<file path="src/hw/rtl/sarl_pkg.sv">
`timescale 1ns / 1ps
// ----------------------------------------------------------------------------
// sarl_pkg: shared types and constants of the session admission limiter
// Field widths, register indexes, verdict codes and the slot table layout.
// ----------------------------------------------------------------------------
package sarl_pkg;

  localparam int unsigned SESSION_SLOTS = 256;
  localparam int unsigned SLOT_BITS     = $clog2(SESSION_SLOTS);
  localparam int unsigned TIME_BITS     = 32;
  localparam int unsigned CMP_BITS      = (TIME_BITS > 32) ? TIME_BITS : 32;

  localparam int unsigned CFG_IDX_BITS  = 3;
  localparam int unsigned CFG_DATA_BITS = 32;

  localparam logic [31:0] WINDOW_TICKS_RST   = 32'd1000;
  localparam logic [15:0] MAX_PER_WINDOW_RST = 16'd100;
  localparam logic [15:0] HEARTBEAT_ID_RST   = 16'd1;
  localparam logic [15:0] LOGIN_ID_RST       = 16'd2;
  localparam logic [15:0] ECHO_ID_RST        = 16'd3;

  typedef enum logic [CFG_IDX_BITS-1:0] {
    REG_WINDOW_TICKS   = 3'd0,
    REG_MAX_PER_WINDOW = 3'd1,
    REG_HEARTBEAT_ID   = 3'd2,
    REG_LOGIN_ID       = 3'd3,
    REG_ECHO_ID        = 3'd4
  } cfg_reg_e;

  typedef enum logic [1:0] {
    VERDICT_OK   = 2'd0,
    VERDICT_AUTH = 2'd1,
    VERDICT_RATE = 2'd2
  } verdict_e;

  typedef struct packed {
    logic [31:0] window_ticks;
    logic [15:0] max_per_window;
    logic [15:0] heartbeat_id;
    logic [15:0] login_id;
    logic [15:0] echo_id;
  } cfg_t;

  typedef struct packed {
    logic [7:0]  session_slot;
    logic [15:0] msg_id;
    logic [31:0] req_id;
    logic [31:0] arrival_time;
    logic        is_authed;
  } in_beat_t;

  typedef struct packed {
    logic        admitted;
    logic [1:0]  verdict_code;
    logic [31:0] reply_req_id;
  } out_beat_t;

  typedef struct packed {
    logic [TIME_BITS-1:0] start;
    logic [15:0]          count;
  } entry_t;

  typedef struct packed {
    logic                 used;
    entry_t               entry;
  } tbl_rd_t;

  typedef struct packed {
    logic                 en;
    logic [SLOT_BITS-1:0] addr;
    entry_t               entry;
  } tbl_wr_t;

endpackage

</file>
<file path="src/hw/rtl/sarl_cfg.sv">
`timescale 1ns / 1ps
// ----------------------------------------------------------------------------
// sarl_cfg: configuration registers
// Window length, per-window limit and the three whitelisted message ids.
// ----------------------------------------------------------------------------
module sarl_cfg (
  input  logic                                clk_i,
  input  logic                                rst_ni,
  input  logic                                cfg_we_i,
  input  logic [sarl_pkg::CFG_IDX_BITS-1:0]   cfg_idx_i,
  input  logic [sarl_pkg::CFG_DATA_BITS-1:0]  cfg_wdata_i,
  output sarl_pkg::cfg_t                      cfg_o
);

  sarl_pkg::cfg_t cfg_q, cfg_d;

  always_comb begin
    cfg_d = cfg_q;
    if (cfg_we_i) begin
      case (cfg_idx_i)
        sarl_pkg::REG_WINDOW_TICKS:   cfg_d.window_ticks   = cfg_wdata_i[31:0];
        sarl_pkg::REG_MAX_PER_WINDOW: cfg_d.max_per_window = cfg_wdata_i[15:0];
        sarl_pkg::REG_HEARTBEAT_ID:   cfg_d.heartbeat_id   = cfg_wdata_i[15:0];
        sarl_pkg::REG_LOGIN_ID:       cfg_d.login_id       = cfg_wdata_i[15:0];
        sarl_pkg::REG_ECHO_ID:        cfg_d.echo_id        = cfg_wdata_i[15:0];
        default:                      cfg_d = cfg_q;
      endcase
    end
  end

  always_ff @(posedge clk_i or negedge rst_ni) begin
    if (!rst_ni) begin
      cfg_q.window_ticks   <= sarl_pkg::WINDOW_TICKS_RST;
      cfg_q.max_per_window <= sarl_pkg::MAX_PER_WINDOW_RST;
      cfg_q.heartbeat_id   <= sarl_pkg::HEARTBEAT_ID_RST;
      cfg_q.login_id       <= sarl_pkg::LOGIN_ID_RST;
      cfg_q.echo_id        <= sarl_pkg::ECHO_ID_RST;
    end else begin
      cfg_q <= cfg_d;
    end
  end

  assign cfg_o = cfg_q;

endmodule

</file>
<file path="config.mk">
export PLATFORM = sky130hd
export DESIGN_NAME = sarl_cfg
export DESIGN_NICKNAME = d
export VERILOG_FILES = /design/src/hw/rtl/sarl_pkg.sv /design/src/hw/rtl/sarl_cfg.sv
export SDC_FILE = /design/constraint.sdc
export NUM_CORES = 1
export LEC_CHECK = 0
export ABC_CLOCK_PERIOD_IN_PS = 1100
export BUFFER_PORTS_ARGS = -buffer_cell sky130_fd_sc_hd__clkbuf_2
export CORE_MARGIN = 1
export CORE_UTILIZATION = 53
export DETAILED_ROUTE_END_ITERATION = 16
export PLACE_DENSITY = 0.95
export SLEW_MARGIN = 15
export SYNTH_ARGS = -nofsm -noshare
export SYNTH_HDL_FRONTEND = slang
export SYNTH_SLANG_ARGS = --single-unit
</file>
<file path="constraint.sdc">
create_clock -name clk_i -period 1.1 [get_ports clk_i]
set_input_delay 0.055 -clock clk_i [delete_from_list [all_inputs] [get_ports clk_i]]
set_output_delay 0.055 -clock clk_i [all_outputs]
set_load 0.02 [all_outputs]
</file>
## Word-level counts from Yosys, hierarchy flattened

Index checks and enable logic that the tools add are counted.

- Reductions and logical operators: 6
- Equal/unequal tests: 4

Operator list:

| kind | count |
|---|---|
| AND reduction 2 bit | 5 |
| equality test 3 x 2 -> 1 bit (second input constant) | 2 |
| equality test 3 x 1 -> 1 bit (second input constant) | 1 |
| equality test 3 bit (second input constant) | 1 |
| logical NOT 3 bit | 1 |

- Flip-flop bits (word level): 96
- Logic and storage cells: 15

## Longest topological paths before layout

- Depth in word-level cells: 2
- Gate-level depth with buffers: 4
- Depth with buffers taken out: 2

## Least setup slack after synthesis

OpenSTA, ideal clock, no wires.

- Kind: input to register
- From: input port cfg_idx_i[0] in the netlist's numbering
- To: register cfg_q (netlist bit cfg_o[37])
- Library setup time: 0.127 ns
- Cell stages on the path: 4
- Path buffers: 2
- Arrival: 0.951 ns
- Setup slack: 0.022 ns
- Required time: 0.973 ns
- Path through: nor4bb_1 -> buf_2 -> buf_6 -> mux2_1

- Word-level cells in the longest chain between the ends: 2

RTL lines:

| item | line | RTL |
|---|---|---|
| start: declaration | sarl_cfg.sv:10 | `input logic [sarl_pkg::CFG_IDX_BITS-1:0] cfg_idx_i,` |
| equality test 3 x 2 -> 1 bit | sarl_cfg.sv:20 | `case (cfg_idx_i)` |
| AND reduction 2 bit (no line) | - |  |
| end signal: assignment | sarl_cfg.sv:39 | `cfg_q <= cfg_d;` |
| end: declaration | sarl_cfg.sv:15 | `sarl_pkg::cfg_t cfg_q, cfg_d;` |

No other way between the ends.
A chain may end at the register's enable or synchronous reset.

## Worst setup path after layout

- From: register cfg_q (netlist bit cfg_o[53])
- To: output port cfg_o[53] in the netlist's numbering

RTL lines:

| item | line | RTL |
|---|---|---|
| end: declaration | sarl_cfg.sv:12 | `output sarl_pkg::cfg_t cfg_o` |

No word-level cell between the ends.

==> flow_summary.yaml <==
setup_path:
  critical_path_buf_inv_count: 1
  r2r_cells: 2
  rr_startpoint: "cfg_o[72]"
  category_of_cells_accounting_for_the_largest_share_of_critical_path_delay: "flip-flops"
  cp_max_fo: 2
  timing.rr.end: "cfg_o[72]"
  timing.critical_path.required_ps: 1040
  critical_path_at_ps: 1030
  worstSetupStartpointType: "flop"
  timing.critical_path.slowest_cell_delay_ps: 560
  worst_setup_ep_type: "output port"
  cp_slowest_cell: "sky130_fd_sc_hd__dfstp_2"
  crit_path_cell_trace: "buf_8"
  criticalPathCategory: "reg -> out"
  worst-r2r-setup-slack_ps: 230
final_layout:
  final_util_pct: 76.19
  layout_net_count: 421
  num_antenna_cells: 0
  leading_cell_type_in_the_layout_fill_and_taps_excluded: "sky130_fd_sc_hd__clkbuf_2"
  fillerInstances: 404
  most-common-layout-cells: "119 x sky130_fd_sc_hd__clkbuf_2, 83 x sky130_fd_sc_hd__dfrtp_1, 50 x sky130_fd_sc_hd__mux2_1"
  largest_reg_flops: 96
  drive_above_1_share_pct: 57.47
  postLayoutCellArea_mm2: 0.005147
  synthToLayoutAreaGrowth_pct: 39.69
logic_synthesis:
  syn_nets: 245
  synth_top_area_share_pct: 56.37
  ys_top_cells_by_area: "sky130_fd_sc_hd__dfrtp_1 56%, sky130_fd_sc_hd__mux2_1 15%, sky130_fd_sc_hd__mux2_2 11%"
  synth_seq_cells: 96
  syn-cell-area_mm2: 0.003685
  netlist-cell-type-count: 12
  syn-mean-instance-area_um2: 17.80
  synthDominantAreaCellType: "sky130_fd_sc_hd__dfrtp_1"
  yosysSeqAreaShare_pct: 65.64
  synthesis.instances: 207
  synth.yosys.warnings: 0
job:
  max_cap_viol_count: 0
timing:
  f_max_mhz: 921.4
  setup-tns-final_ps: 0
  finalHoldViolCount: 0
  finalSetupViolations: 0
  worst_pin_slew_ps: 498.9
  worst_slack_setup_final_ps: 14.65
  final.min_clock_period_ps: 1085
  final.period_utilization_pct: 98.67
  slew-limit-headroom_pct: 66.74
  slew_violations: 0
  clock_skew_ps: 0
  unrepaired_setup_endpoints_after_global_routing: "yes"
run_status:
  outcome: "completed"
floorplan:
  core.rowCount: 30
  boundary_pin_count: 134
  floorplan.die_area_mm2: 0.007290
  dieWidth_um: 85.38
  initial_utilization_pct: 54.54
  fp.dieH_um: 85.38
  core-area_mm2: 0.006756
clock_network:
  cts_inserted_buffers: 9
  insertion_delay_ps: 350
  cts.root.buffer_cell: "sky130_fd_sc_hd__clkbuf_8"
  cts.sinks: 96
  cts_max_path_buffers: 2
  clk_transition_reported_paths_ps: 90
  htreeDepth: 3
  cts_tree: "yes"
global_route:
  grt.overflow.total: 0
  gr-usage-all-layers_pct: 24.09
  grt_antenna_before_repair: 0
  grt_pass1_wl_um: 13080
  grt_pass1_vias: 2558
  pin_count_of_the_biggest_net_entering_global_routing: 97
placement:
  place.port_buffers: 133
  setup_ws_pre_cts_ps: -262.9
  globalplace.congestion: 0.7263
  dp_hpwl_um: 5436
  detailed_place.area_mm2: 0.004539
detailed_routing:
  detail_route.vias_per_cell: 5.197
  antenna_left: 0
  drc_errors: 0
  dr.pass1.iters: 4
  via_count: 2432
  wire_per_inst_um: 17.87
  drt-total-wl_um: 8364
  detail_route.iter0.violations: 68
worst_hold_path:
  timing.hold.worst_endpoint: "cfg_o[2]"
  min-delay-path-class: "in -> reg"
  worst_hold_startpoint: "cfg_wdata_i[2]"
  worst_hold_path.num_cells: 2
power_and_ir_drop:
  power_leakage_nw: 2.506
  report.power.total_mw: 10.09
  power_density_mw_per_mm2: 1961
  power.ir.vdd_worst_v: 0.001073
-- metal layers --
layer	GRT usage [%]	share of wire [%]
met5	0	0
met4	10.15	2.3
met3	5.058	4.5
met2	41.72	52
met1	29.45	42
-- power by group --
| part | leakage, nW | internal [mW] | switching (mW) | total (mW) |
|---|---|---|---|---|
| logic | 1.28 | 1.42 | 1.74 | 3.16 |
| registers | 1.13 | 4.38 | 0.472 | 4.86 |
| clock network | 0.0911 | 0.896 | 1.18 | 2.08 |
-- cells by family (layout without fill, tap and decap cells) --
group / Yosys count / in the layout / share of synthesized area, %
mux: 96 / 96 / 30.36
flops: 96 / 96 / 65.64
buf+inv: 10 / 191 / 2.071
simple gates: 5 / 5 / 1.935
-- how the worst max path moves through the flow --
stage,slack [ps],start,endpoint,depth (start not counted)
2_1_floorplan,20,cfg_idx_i[0],cfg_o[37],4
3_3_place_gp,-200,cfg_idx_i[0],cfg_o[68],4
3_5_place_dp,-260,cfg_idx_i[0],cfg_o[68],4
4_1_cts,-10,cfg_o[50],cfg_o[50],1
5_1_grt,-10,cfg_o[69],cfg_o[69],1
6_report,10,cfg_o[53],cfg_o[53],1
-- cell usage after synthesis --
| master | n |
|---|---|
| sky130_fd_sc_hd__nor4bb_1 | 2 |
| sky130_fd_sc_hd__dfrtp_1 | 83 |
| sky130_fd_sc_hd__buf_6 | 3 |
| sky130_fd_sc_hd__buf_4 | 3 |
| sky130_fd_sc_hd__nand4b_2 | 1 |
| sky130_fd_sc_hd__dfstp_2 | 13 |
| sky130_fd_sc_hd__mux2_1 | 50 |
| sky130_fd_sc_hd__nor4b_4 | 1 |
| sky130_fd_sc_hd__mux2_4 | 10 |
| sky130_fd_sc_hd__mux2_2 | 36 |
| sky130_fd_sc_hd__buf_2 | 4 |
| sky130_fd_sc_hd__and4bb_1 | 1 |
-- final cells by class --
type	count	area (µm²)	area share, %
clock buffers	12	145.1	2.820
multi-input cells	101	1220	23.70
repair buffers	175	1236	24.02
clock inverters	4	27.53	0.5348
well taps	80	100.1	1.945
flip-flops and latches	96	2419	46.99
-- repair_timing --
item	in CTS	in global routing
hold buffers	29	0
resized for setup	25	13
setup buffers	1	1
gates cloned	0	0
hold endpoints to repair	141	0
endpoints found under the setup margin	13	13
-- through the flow --
step	hold slack, ps	std cells
floorplan	-240.6	207
global placement	136.6	421
detailed placement	142.9	421
CTS	5.928	467
global route	7.026	468
finish	13.91	468
Note: power is estimated with default switching activity, not from simulation.
