$ cat config.mk
export PLATFORM = sky130hd
export DESIGN_NAME = sarl_policy
export DESIGN_NICKNAME = d
export VERILOG_FILES = /design/src/hw/rtl/sarl_pkg.sv /design/src/hw/rtl/sarl_policy.sv
export SDC_FILE = /design/constraint.sdc
export NUM_CORES = 1
export LEC_CHECK = 0
export BUFFER_PORTS_ARGS = -buffer_cell sky130_fd_sc_hd__buf_4
export CAP_MARGIN = 20
export CORE_AREA = 8 8 121 123
export DETAILED_ROUTE_END_ITERATION = 7
export DIE_AREA = 0 0 129 131
export GPL_TIMING_DRIVEN = 0
export PLACE_DENSITY = 0.72
export SLEW_MARGIN = 20
export SYNTH_ARGS = -nofsm -noshare
export SYNTH_HDL_FRONTEND = slang
export SYNTH_SLANG_ARGS = --single-unit
$ cat constraint.sdc
create_clock -name vclk -period 12.69
set_clock_uncertainty 0.15 [all_clocks]
set_input_delay 2.538 -clock vclk [all_inputs]
set_output_delay 2.538 -clock vclk [all_outputs]
set_load 0.02 [all_outputs]
$ cat src/hw/rtl/sarl_pkg.sv
`timescale 1ns / 1ps
// ----------------------------------------------------------------------------
// sarl_pkg: shared types and constants of the session admission limiter
// Field widths, register indexes, verdict codes and the slot table layout.
// ----------------------------------------------------------------------------
package sarl_pkg;

  localparam int unsigned SESSION_SLOTS = 256;
  localparam int unsigned SLOT_BITS     = $clog2(SESSION_SLOTS);
  localparam int unsigned TIME_BITS     = 32;
  localparam int unsigned CMP_BITS      = (TIME_BITS > 32) ? TIME_BITS : 32;

  localparam int unsigned CFG_IDX_BITS  = 3;
  localparam int unsigned CFG_DATA_BITS = 32;

  localparam logic [31:0] WINDOW_TICKS_RST   = 32'd1000;
  localparam logic [15:0] MAX_PER_WINDOW_RST = 16'd100;
  localparam logic [15:0] HEARTBEAT_ID_RST   = 16'd1;
  localparam logic [15:0] LOGIN_ID_RST       = 16'd2;
  localparam logic [15:0] ECHO_ID_RST        = 16'd3;

  typedef enum logic [CFG_IDX_BITS-1:0] {
    REG_WINDOW_TICKS   = 3'd0,
    REG_MAX_PER_WINDOW = 3'd1,
    REG_HEARTBEAT_ID   = 3'd2,
    REG_LOGIN_ID       = 3'd3,
    REG_ECHO_ID        = 3'd4
  } cfg_reg_e;

  typedef enum logic [1:0] {
    VERDICT_OK   = 2'd0,
    VERDICT_AUTH = 2'd1,
    VERDICT_RATE = 2'd2
  } verdict_e;

  typedef struct packed {
    logic [31:0] window_ticks;
    logic [15:0] max_per_window;
    logic [15:0] heartbeat_id;
    logic [15:0] login_id;
    logic [15:0] echo_id;
  } cfg_t;

  typedef struct packed {
    logic [7:0]  session_slot;
    logic [15:0] msg_id;
    logic [31:0] req_id;
    logic [31:0] arrival_time;
    logic        is_authed;
  } in_beat_t;

  typedef struct packed {
    logic        admitted;
    logic [1:0]  verdict_code;
    logic [31:0] reply_req_id;
  } out_beat_t;

  typedef struct packed {
    logic [TIME_BITS-1:0] start;
    logic [15:0]          count;
  } entry_t;

  typedef struct packed {
    logic                 used;
    entry_t               entry;
  } tbl_rd_t;

  typedef struct packed {
    logic                 en;
    logic [SLOT_BITS-1:0] addr;
    entry_t               entry;
  } tbl_wr_t;

endpackage

$ cat src/hw/rtl/sarl_policy.sv
`timescale 1ns / 1ps
// ----------------------------------------------------------------------------
// sarl_policy: admission decision
// Authentication check, window expiry and count update for one message.
// ----------------------------------------------------------------------------
module sarl_policy (
  input  sarl_pkg::in_beat_t   item_i,
  input  sarl_pkg::cfg_t       cfg_i,
  input  sarl_pkg::tbl_rd_t    rd_i,
  output sarl_pkg::out_beat_t  res_o,
  output sarl_pkg::tbl_wr_t    wr_o
);

  logic                            is_hb;
  logic                            whitelisted;
  logic [sarl_pkg::TIME_BITS-1:0]  now;
  logic [sarl_pkg::TIME_BITS-1:0]  diff;
  logic                            expired;
  logic [15:0]                     cnt;

  always_comb begin
    is_hb       = (item_i.msg_id == cfg_i.heartbeat_id);
    whitelisted = is_hb || (item_i.msg_id == cfg_i.login_id)
                        || (item_i.msg_id == cfg_i.echo_id);
    now         = sarl_pkg::TIME_BITS'(item_i.arrival_time);
    diff        = now - rd_i.entry.start;
    expired     = !rd_i.used ||
                  (sarl_pkg::CMP_BITS'(diff) >= sarl_pkg::CMP_BITS'(cfg_i.window_ticks));
    cnt         = expired ? 16'd0 : rd_i.entry.count;

    res_o.admitted     = 1'b1;
    res_o.verdict_code = sarl_pkg::VERDICT_OK;
    res_o.reply_req_id = item_i.req_id;

    wr_o.en          = 1'b0;
    wr_o.addr        = sarl_pkg::SLOT_BITS'(item_i.session_slot);
    wr_o.entry.start = expired ? now : rd_i.entry.start;
    wr_o.entry.count = cnt;

    if (!whitelisted && !item_i.is_authed) begin
      res_o.admitted     = 1'b0;
      res_o.verdict_code = sarl_pkg::VERDICT_AUTH;
    end else if (!is_hb) begin
      wr_o.en = 1'b1;
      if (cnt < cfg_i.max_per_window) begin
        wr_o.entry.count = 16'(cnt + 16'd1);
      end else begin
        res_o.admitted     = 1'b0;
        res_o.verdict_code = sarl_pkg::VERDICT_RATE;
      end
    end
  end

endmodule

# Word-level counts from Yosys, hierarchy flattened
# Cells that the tools add are included.
# word_totals
register_bits	0
out_inout_bits	92
# op_classes
n_reduce_logical	7
n_eq_ne	3
muxes	10
n_addsub	2
magnitude_cmp	2
# op_table
operator	n
16-bit 2-to-1 mux	4
16-bit equality test	3
32-bit >= comparator	1
32-bit 2-to-1 mux	1
32-bit subtractor	1
16-bit by 1-bit adder with 16-bit output (second input constant)	1
16-bit less-than comparator	1
3-bit 2-to-1 mux	3
1-bit logical NOT	3
1-bit logical OR	3
1-bit 2-to-1 mux	2
1-bit logical AND	1

# Longest topological paths before layout
# Gate-level depths: netlist (run 1).
# logic_depth
depth_word	8
depth_mapped	32
ltp_nobuf	29

# Worst setup path before layout (run 1)
# Ideal clock, no wire load.
# synth_timing
kind	input to output
from	input item_i[1] (netlist bit)
to	output wr_o[15] (netlist bit)
required_time_ns	10.002
path_buffers	3
slack_ns	1.829
arrival_time_ns	8.173
cell_stages	32
cell_sequence	inv_1 ha_1 inv_1 fa_1 a211oi_1 o21ai_0 a211oi_1 or3_1 a21oi_1 o31ai_1 nand3_1 o311ai_0 ha_1 nand2_1 o21ai_0 a221oi_1 nand2b_1 a21oi_4 or2_1 buf_4 buf_4 and2_1 ha_1 a21o_1 a21o_1 a21oi_1 o221ai_1 nor2_1 nand2_1 buf_2 nor4_1 xor2_1
# synth_lines
element	line	rtl
start: declaration	sarl_policy.sv:7	input sarl_pkg::in_beat_t item_i,
end: declaration	sarl_policy.sv:11	output sarl_pkg::tbl_wr_t wr_o

==> results by group, run 1 <==
Cells and area
  – # diodes: 0
  – # nets final: 1,289
  – FF+latch area: 0 um^2
  – Multi-input gate area: 0.003872 mm^2
  – Fraction of layout cells with a size suffix above 1: 36.38%
  – Area grow syn2layout: 51.67%
  – Fill cells: 1,300
  – Clk_buf instances: 0
  – Sequential cell count: 0

Job
  – Max cap viols: 0

Floorplan
  – # IOs: 326
  – # rows: 42
  – Die X: 129 um
  – Core Region: 0.01287 mm^2
  – DIE AREA: 0.01690 mm^2
  – Starting Density: 35.75%
  – Die height: 131 um

Synth
  – Syn_nets: 1,001
  – Synthesized area: 0.004603 mm^2
  – Count leader, synth: inv_1
  – Cell count after synthesis: 687
  – Ys Warns: 0
  – Sequential area share after synthesis: 0%
  – Share of the synthesized area in the top cell type: 21.47%
  – Commonest cells post-synth: 92 x inv_1, 79 x ha_1, 68 x xnor2_1, 63 x nand2_1, 55 x o21ai_0
  – Yosys top cell by area: ha_1
  – Number of distinct library cells after synthesis: 59
  – Synth top area cells: ha_1 21%, xnor2_1 13%, inv_1 7.5%, buf_4 7.0%, o21ai_0 6.0%
  – Syn avg cell area: 6.700 um^2

Worst setup path
  – Worst Path Arrival: 9.36 ns
  – Worst path slowest cell: fa_1
  – Crit path max fanout: 10
  – CP Launch Type: input pin
  – CP endpoint kind: output port
  – Crit-path max cell delay: 0.43 ns
  – Required time of the critical path: 10.00 ns
  – CP dominant cell by count: buf_4
  – Crit Path Class: in -> out

Power and ir drop
  – Sw Pwr: 264.0 uW
  – Comb pwr share: 100.0%
  – Clk network pwr share: 0%
  – Sequential share of power: 0%
  – Peak VDD IR: 26.12 uV
  – Static Leak: 0.003765 uW
  – Power Dens Cells: 68.98 mW/mm^2
  – Internal power: 217.6 uW
  – Switch share: 54.81%

Route
  – Via count: 5,645
  – DRT Wirelength: 18.22 mm
  – Wire per inst: 15.86 um
  – DR iter-0 viols: 331
  – First-pass DRT Iterations: 5
  – DRC Markers: 0
  – Antenna violation net count after detailed routing: 0
  – DR vias/cell: 4.913

Placement
  – Hpwl dp: 16.62 mm
  – I/O Buffers: 286
  – GP Congestion: 0.8515
  – Setup WS pre-CTS: 0.3201 ns

Timing
  – Setup slack after layout: 0.6381 ns
  – Setup TNS: 0 ns
  – Slew @ Worst Pin: 0.5680 ns
  – Tcrit/Tclk final: 94.97%
  – Final slew viol count: 0
  – Setup Viol. Count Final: 0
  – RSZ-0062 raised after global routing: false
  – Relative slew slack: 62.13%
  – FMAX: 82.97 MHz
  – Final Hold Fails: 0
  – Minimum clock period: 12.05 ns

Status
  – Status: complete, no violations

Global routing
  – Pin count of the biggest net entering global routing: 11
  – Vias in the first global route: 5,479
  – GR Overflow Total: 0
  – First-pass GRT wire length: 27.05 mm
  – Global router's overall resource usage: 19.77%
  – Initial antenna violation count: 0

Hold path
  – Hold Crit Start: item_i[54]
  – WHS Endpoint: res_o[21]
  – Hold path depth: 2
  – Hold Crit Class: in -> out

Clock network
  – Hold_buf cts: 0
power groups by stage:
stage	logic (uW)	clock network (uW)	registers [uW]
CTS	484	0	0
finish	482	0	0
global route	530	0	0
global placement	476	0	0
detailed placement	483	0	0
floorplan	290	0	0
placed cells by master (no fill, tap or decap), types with 4 or more instances in the layout:
cell type,instances
o21bai_1,5
nand2_1,63
nor3_1,9
o211ai_1,6
mux2_2,7
clkbuf_1,7
nand2b_1,5
xor2_1,14
nand3_1,15
and3_1,5
or3_1,4
inv_1,92
a31oi_1,4
xnor2_1,68
nor2_1,37
buf_2,4
o21a_1,4
a211oi_1,4
o2111ai_1,5
nor2b_1,6
o21ai_0,54
nor4_1,18
ha_1,79
a21oi_1,40
buf_4,329
a21o_1,15
nand4_1,18
and2_1,16
final cells by class:
type / instances / share of cell area (%)
buffer: 57 / 5.681
inverter: 92 / 4.946
multi-input combinational: 538 / 55.47
tap: 176 / 3.154
timing repair buffer: 286 / 30.75
per-layer routing:
layer  vias up  GRT usage, %  share of wire, %
met5         -             0                 0
li1       2920             -                 -
met4         0         2.972               1.6
met1      2475         19.59                35
met2       237         39.75                53
met3        13         6.209                11
critical path, delay by kind of cell:
family	cells	cell delay, ns
buffers and inverters	7	0.95
multiplexers	1	0.38
AND/OR/NAND/NOR	11	1.73
AO/OA/AOI/OAI	11	2.57
adder cells (fa/ha/maj)	4	1.18
per-stage QoR:
| step | utilization (%) | cells | area, um^2 | power, uW | hold WS (ns) |
|---|---|---|---|---|---|
| global route | 54.23 | 1149 | 6982 | 529.6 | 5.127 |
| finish | 54.23 | 1149 | 6982 | 481.6 | 5.124 |
| detailed placement | 54.14 | 1149 | 6970 | 482.6 | 5.126 |
| global placement | 54.14 | 1149 | 6970 | 476.3 | 5.125 |
| floorplan | - | 687 | 4603 | 290.4 | 5.016 |
| CTS | 54.14 | 1149 | 6970 | 484.2 | 5.125 |
cell families (layout without fill, tap and decap cells):
logic type | count (synthesis) | after routing | share of synthesized area (%)
AO/OA/AOI/OAI | 162 | 162 | 22.26
XOR/XNOR | 82 | 82 | 15.60
adder cells (fa/ha/maj) | 80 | 80 | 21.91
buffers and inverters | 149 | 435 | 16.12
multiplexers | 7 | 7 | 1.713
AND/OR/NAND/NOR | 207 | 207 | 22.40
repair_timing:
item | CTS | global route
setup endpoints to repair | 0 | 17
setup buffers | 0 | 0
gates resized for setup | 0 | 3
worst max path at each step:
stage | startpoint | to | slack [ns] | depth (start not counted)
floorplan | item_i[1] | wr_o[15] | 1.83 | 32
global placement | item_i[1] | wr_o[12] | 0.32 | 34
detailed placement | item_i[1] | wr_o[12] | 0.32 | 34
CTS | item_i[1] | wr_o[12] | 0.29 | 34
global route | item_i[1] | wr_o[12] | 0.05 | 34
finish | item_i[1] | wr_o[12] | 0.64 | 34
Note: power is estimated with default switching activity, not from simulation.
==> inputs of run 2 (changes only) <==
--- a/config.mk
+++ b/config.mk
@@ -7,11 +7,12 @@
 export LEC_CHECK = 0
 export BUFFER_PORTS_ARGS = -buffer_cell sky130_fd_sc_hd__buf_4
 export CAP_MARGIN = 20
-export CORE_AREA = 8 8 121 123
+export CORE_AREA = 8 8 120 122
 export DETAILED_ROUTE_END_ITERATION = 7
-export DIE_AREA = 0 0 129 131
+export DIE_AREA = 0 0 128 130
 export GPL_TIMING_DRIVEN = 0
-export PLACE_DENSITY = 0.72
+export PLACE_DENSITY = 0.76
+export SKIP_LAST_GASP = 1
 export SLEW_MARGIN = 20
 export SYNTH_ARGS = -nofsm -noshare
 export SYNTH_HDL_FRONTEND = slang
==> constraint.sdc (replaced) <==
create_clock -name vclk -period 10.3
set_clock_uncertainty 0.15 [all_clocks]
set_input_delay 2.06 -clock vclk [all_inputs]
set_output_delay 2.06 -clock vclk [all_outputs]
set_load 0.02 [all_outputs]
==> results by group, run 2 (synthesis results as in run 1) <==
Timing
  – Tcrit/Tclk final: 98.91%
  – Relative slew slack: 61.33% (-0.80 points)
  – Slew @ Worst Pin: 0.5800 ns (+0.01204 ns)
  – FMAX: 98.16 MHz
  – Final Hold Fails: 0 (unchanged)
  – RSZ-0062 raised after global routing: true
  – Setup Viol. Count Final: 0 (unchanged)
  – Setup slack after layout: 0.1123 ns (-0.5258 ns)
  – Minimum clock period: 10.19 ns
  – Final slew viol count: 0 (unchanged)

Power and ir drop
  – Comb pwr share: 100.0% (about the same)
  – Static Leak: 0.003971 uW (+5.5%)
  – Clk network pwr share: 0% (unchanged)
  – Sequential share of power: 0% (unchanged)
  – Internal power: 318.5 uW (+46%)
  – Switch share: 52.49% (-2.3 points)
  – Power Dens Cells: 87.47 mW/mm^2 (+27%)
  – Peak VDD IR: 35.57 uV (+36%)
  – Sw Pwr: 351.9 uW (+33%)

Worst setup path
  – Crit Path Class: in -> out
  – Crit-path max cell delay: 0.38 ns (-0.05 ns)
  – Critical Path Stages: 34 (unchanged)
  – Worst path slowest cell: fa_2
  – CP endpoint kind: output port
  – Required time of the critical path: 8.09 ns (-1.91 ns)
  – Worst Path Arrival: 7.98 ns (-1.38 ns)
  – Buffers & Inverters on Critical Path: 7 (unchanged)
  – Crit path max-delay family: compound AO/OA/AOI/OAI gates
  – Crit path max fanout: 8 (-2)
  – CP Launch Type: input pin

Floorplan
  – DIE AREA: 0.01664 mm^2 (-1.5%)
  – Die height: 130 um (-0.76%)
  – Die X: 128 um (-0.78%)
  – # IOs: 326 (unchanged)
  – # rows: 41 (-2.4%)
  – Starting Density: 37.08% (+1.3 points)
  – Core Region: 0.01241 mm^2 (-3.6%)

Clock network
  – Hold_buf cts: 0 (unchanged)

Route
  – DRC Markers: 0 (unchanged)
  – WL met2: 10.59 mm (+11%)
  – DR iter-0 viols: 295 (-11%)
  – DR vias/cell: 5.054 (+2.9%)
  – First-pass DRT Iterations: 5 (unchanged)
  – Antenna violation net count after detailed routing: 0 (unchanged)
  – Met1 wire length: 6.601 mm (+2.5%)
  – Via count: 5,908 (+4.7%)
  – Met3 wire length: 1.733 mm (-9.5%)
  – Wire per inst: 16.49 um (+4.0%)
  – Top Metal Used: met4
  – DRT Wirelength: 19.27 mm (+5.8%)

Cells and area
  – Fraction of layout cells with a size suffix above 1: 44.43% (+8.1 points)
  – Fin util: 61.74% (+7.5 points)
  – Sequential cell count: 0 (unchanged)
  – FF+latch area: 0 um^2 (unchanged)
  – Area grow syn2layout: 66.51%
  – Commonest cells after routing, fill and taps aside: 349 x buf_4, 89 x inv_1, 68 x xnor2_1
  – Fill cells: 1,166 (-10%)
  – # diodes: 0 (unchanged)
  – Cell area after layout: 0.007665 mm^2 (+9.8%)
  – Commonest non-fill, non-tap cell in the layout: buf_4
  – Multi-input gate area: 0.004307 mm^2 (+11%)
  – Clk_buf instances: 0 (unchanged)
  – # nets final: 1,313 (+1.9%)

Global routing
  – Global router's overall resource usage: 20.47% (+0.70 points)
  – GR Overflow Total: 0 (unchanged)
  – Initial antenna violation count: 0 (unchanged)
  – Vias in the first global route: 5,699 (+4.0%)
  – First-pass GRT wire length: 27.78 mm (+2.7%)
  – Pin count of the biggest net entering global routing: 11 (unchanged)

Status
  – Status: complete, no violations

Hold path
  – WHS Endpoint: res_o[25]
  – Hold Crit Class: in -> out
  – Hold Crit Start: item_i[58]
  – Hold path depth: 2 (unchanged)

Job
  – Max cap viols: 0 (unchanged)

Placement
  – I/O Buffers: 286 (unchanged)
  – Placed cell areas: 0.006965 mm^2 (about the same)
  – Hpwl dp: 16.76 mm (+0.81%)
  – Setup WS pre-CTS: -0.9225 ns (-1.243 ns)
  – GP Congestion: 0.8645 (+1.5%)
## run 2: cell count changes in the layout (fill, tap and decap cells not counted), moves of 5 or more
cell / change
and2_4: +7
o21ai_0: -5
ha_1: -13
nor4_1: -7
a21oi_2: +7
buf_4: +20
a21oi_1: -7
ha_4: +11
and2_1: -7
## run 2: cell type report
cell class                      instances  share of cell area, %
Multi-Input combinational cell        538                  56.19
Timing Repair Buffer                  311                  30.95
Buffer                                 56                  5.517
Inverter                               92                  4.538
Tap cell                              172                  2.808
## run 2: per-stage QoR
stage,std cells,power (uW),hold WS [ns],setup TNS [ns]
finish,1169,670.4,4.168,0
floorplan,687,357.8,4.060,0
global placement,1145,581.6,4.169,-14.10
global route,1169,729.2,4.171,-1.565
detailed placement,1145,589.7,4.169,-14.01
CTS,1155,624.3,4.169,-0.01272
## run 2: power by group through the flow
stage | registers [uW] | clock network [uW] | logic [uW]
floorplan | 0 | 0 | 358
global placement | 0 | 0 | 582
detailed placement | 0 | 0 | 590
CTS | 0 | 0 | 624
global route | 0 | 0 | 729
finish | 0 | 0 | 670
## run 2: worst max-delay path by stage
stage	start	end
after floorplan	item_i[1]	wr_o[15]
after global placement	item_i[1]	wr_o[12]
after detailed placement	item_i[1]	wr_o[12]
after CTS	item_i[1]	wr_o[4]
after global routing	item_i[1]	wr_o[13]
final	item_i[1]	wr_o[4]
## run 2: routing by layer
layer	track usage [%]	vias to the layer above
met1	19.43	2638
met2	42.66	283
met4	3.147	0
met5	0	-
met3	5.957	24
li1	-	2963
## run 2: timing repair
item / 4_1_cts / 5_1_grt
gates resized for setup: 47 / 57
endpoints found under the setup margin: 18 / 18
pin swaps: 25 / 37
setup buffers: 9 / 14
gates cloned: 1 / 1
endpoints found under the hold margin: 0 / 0
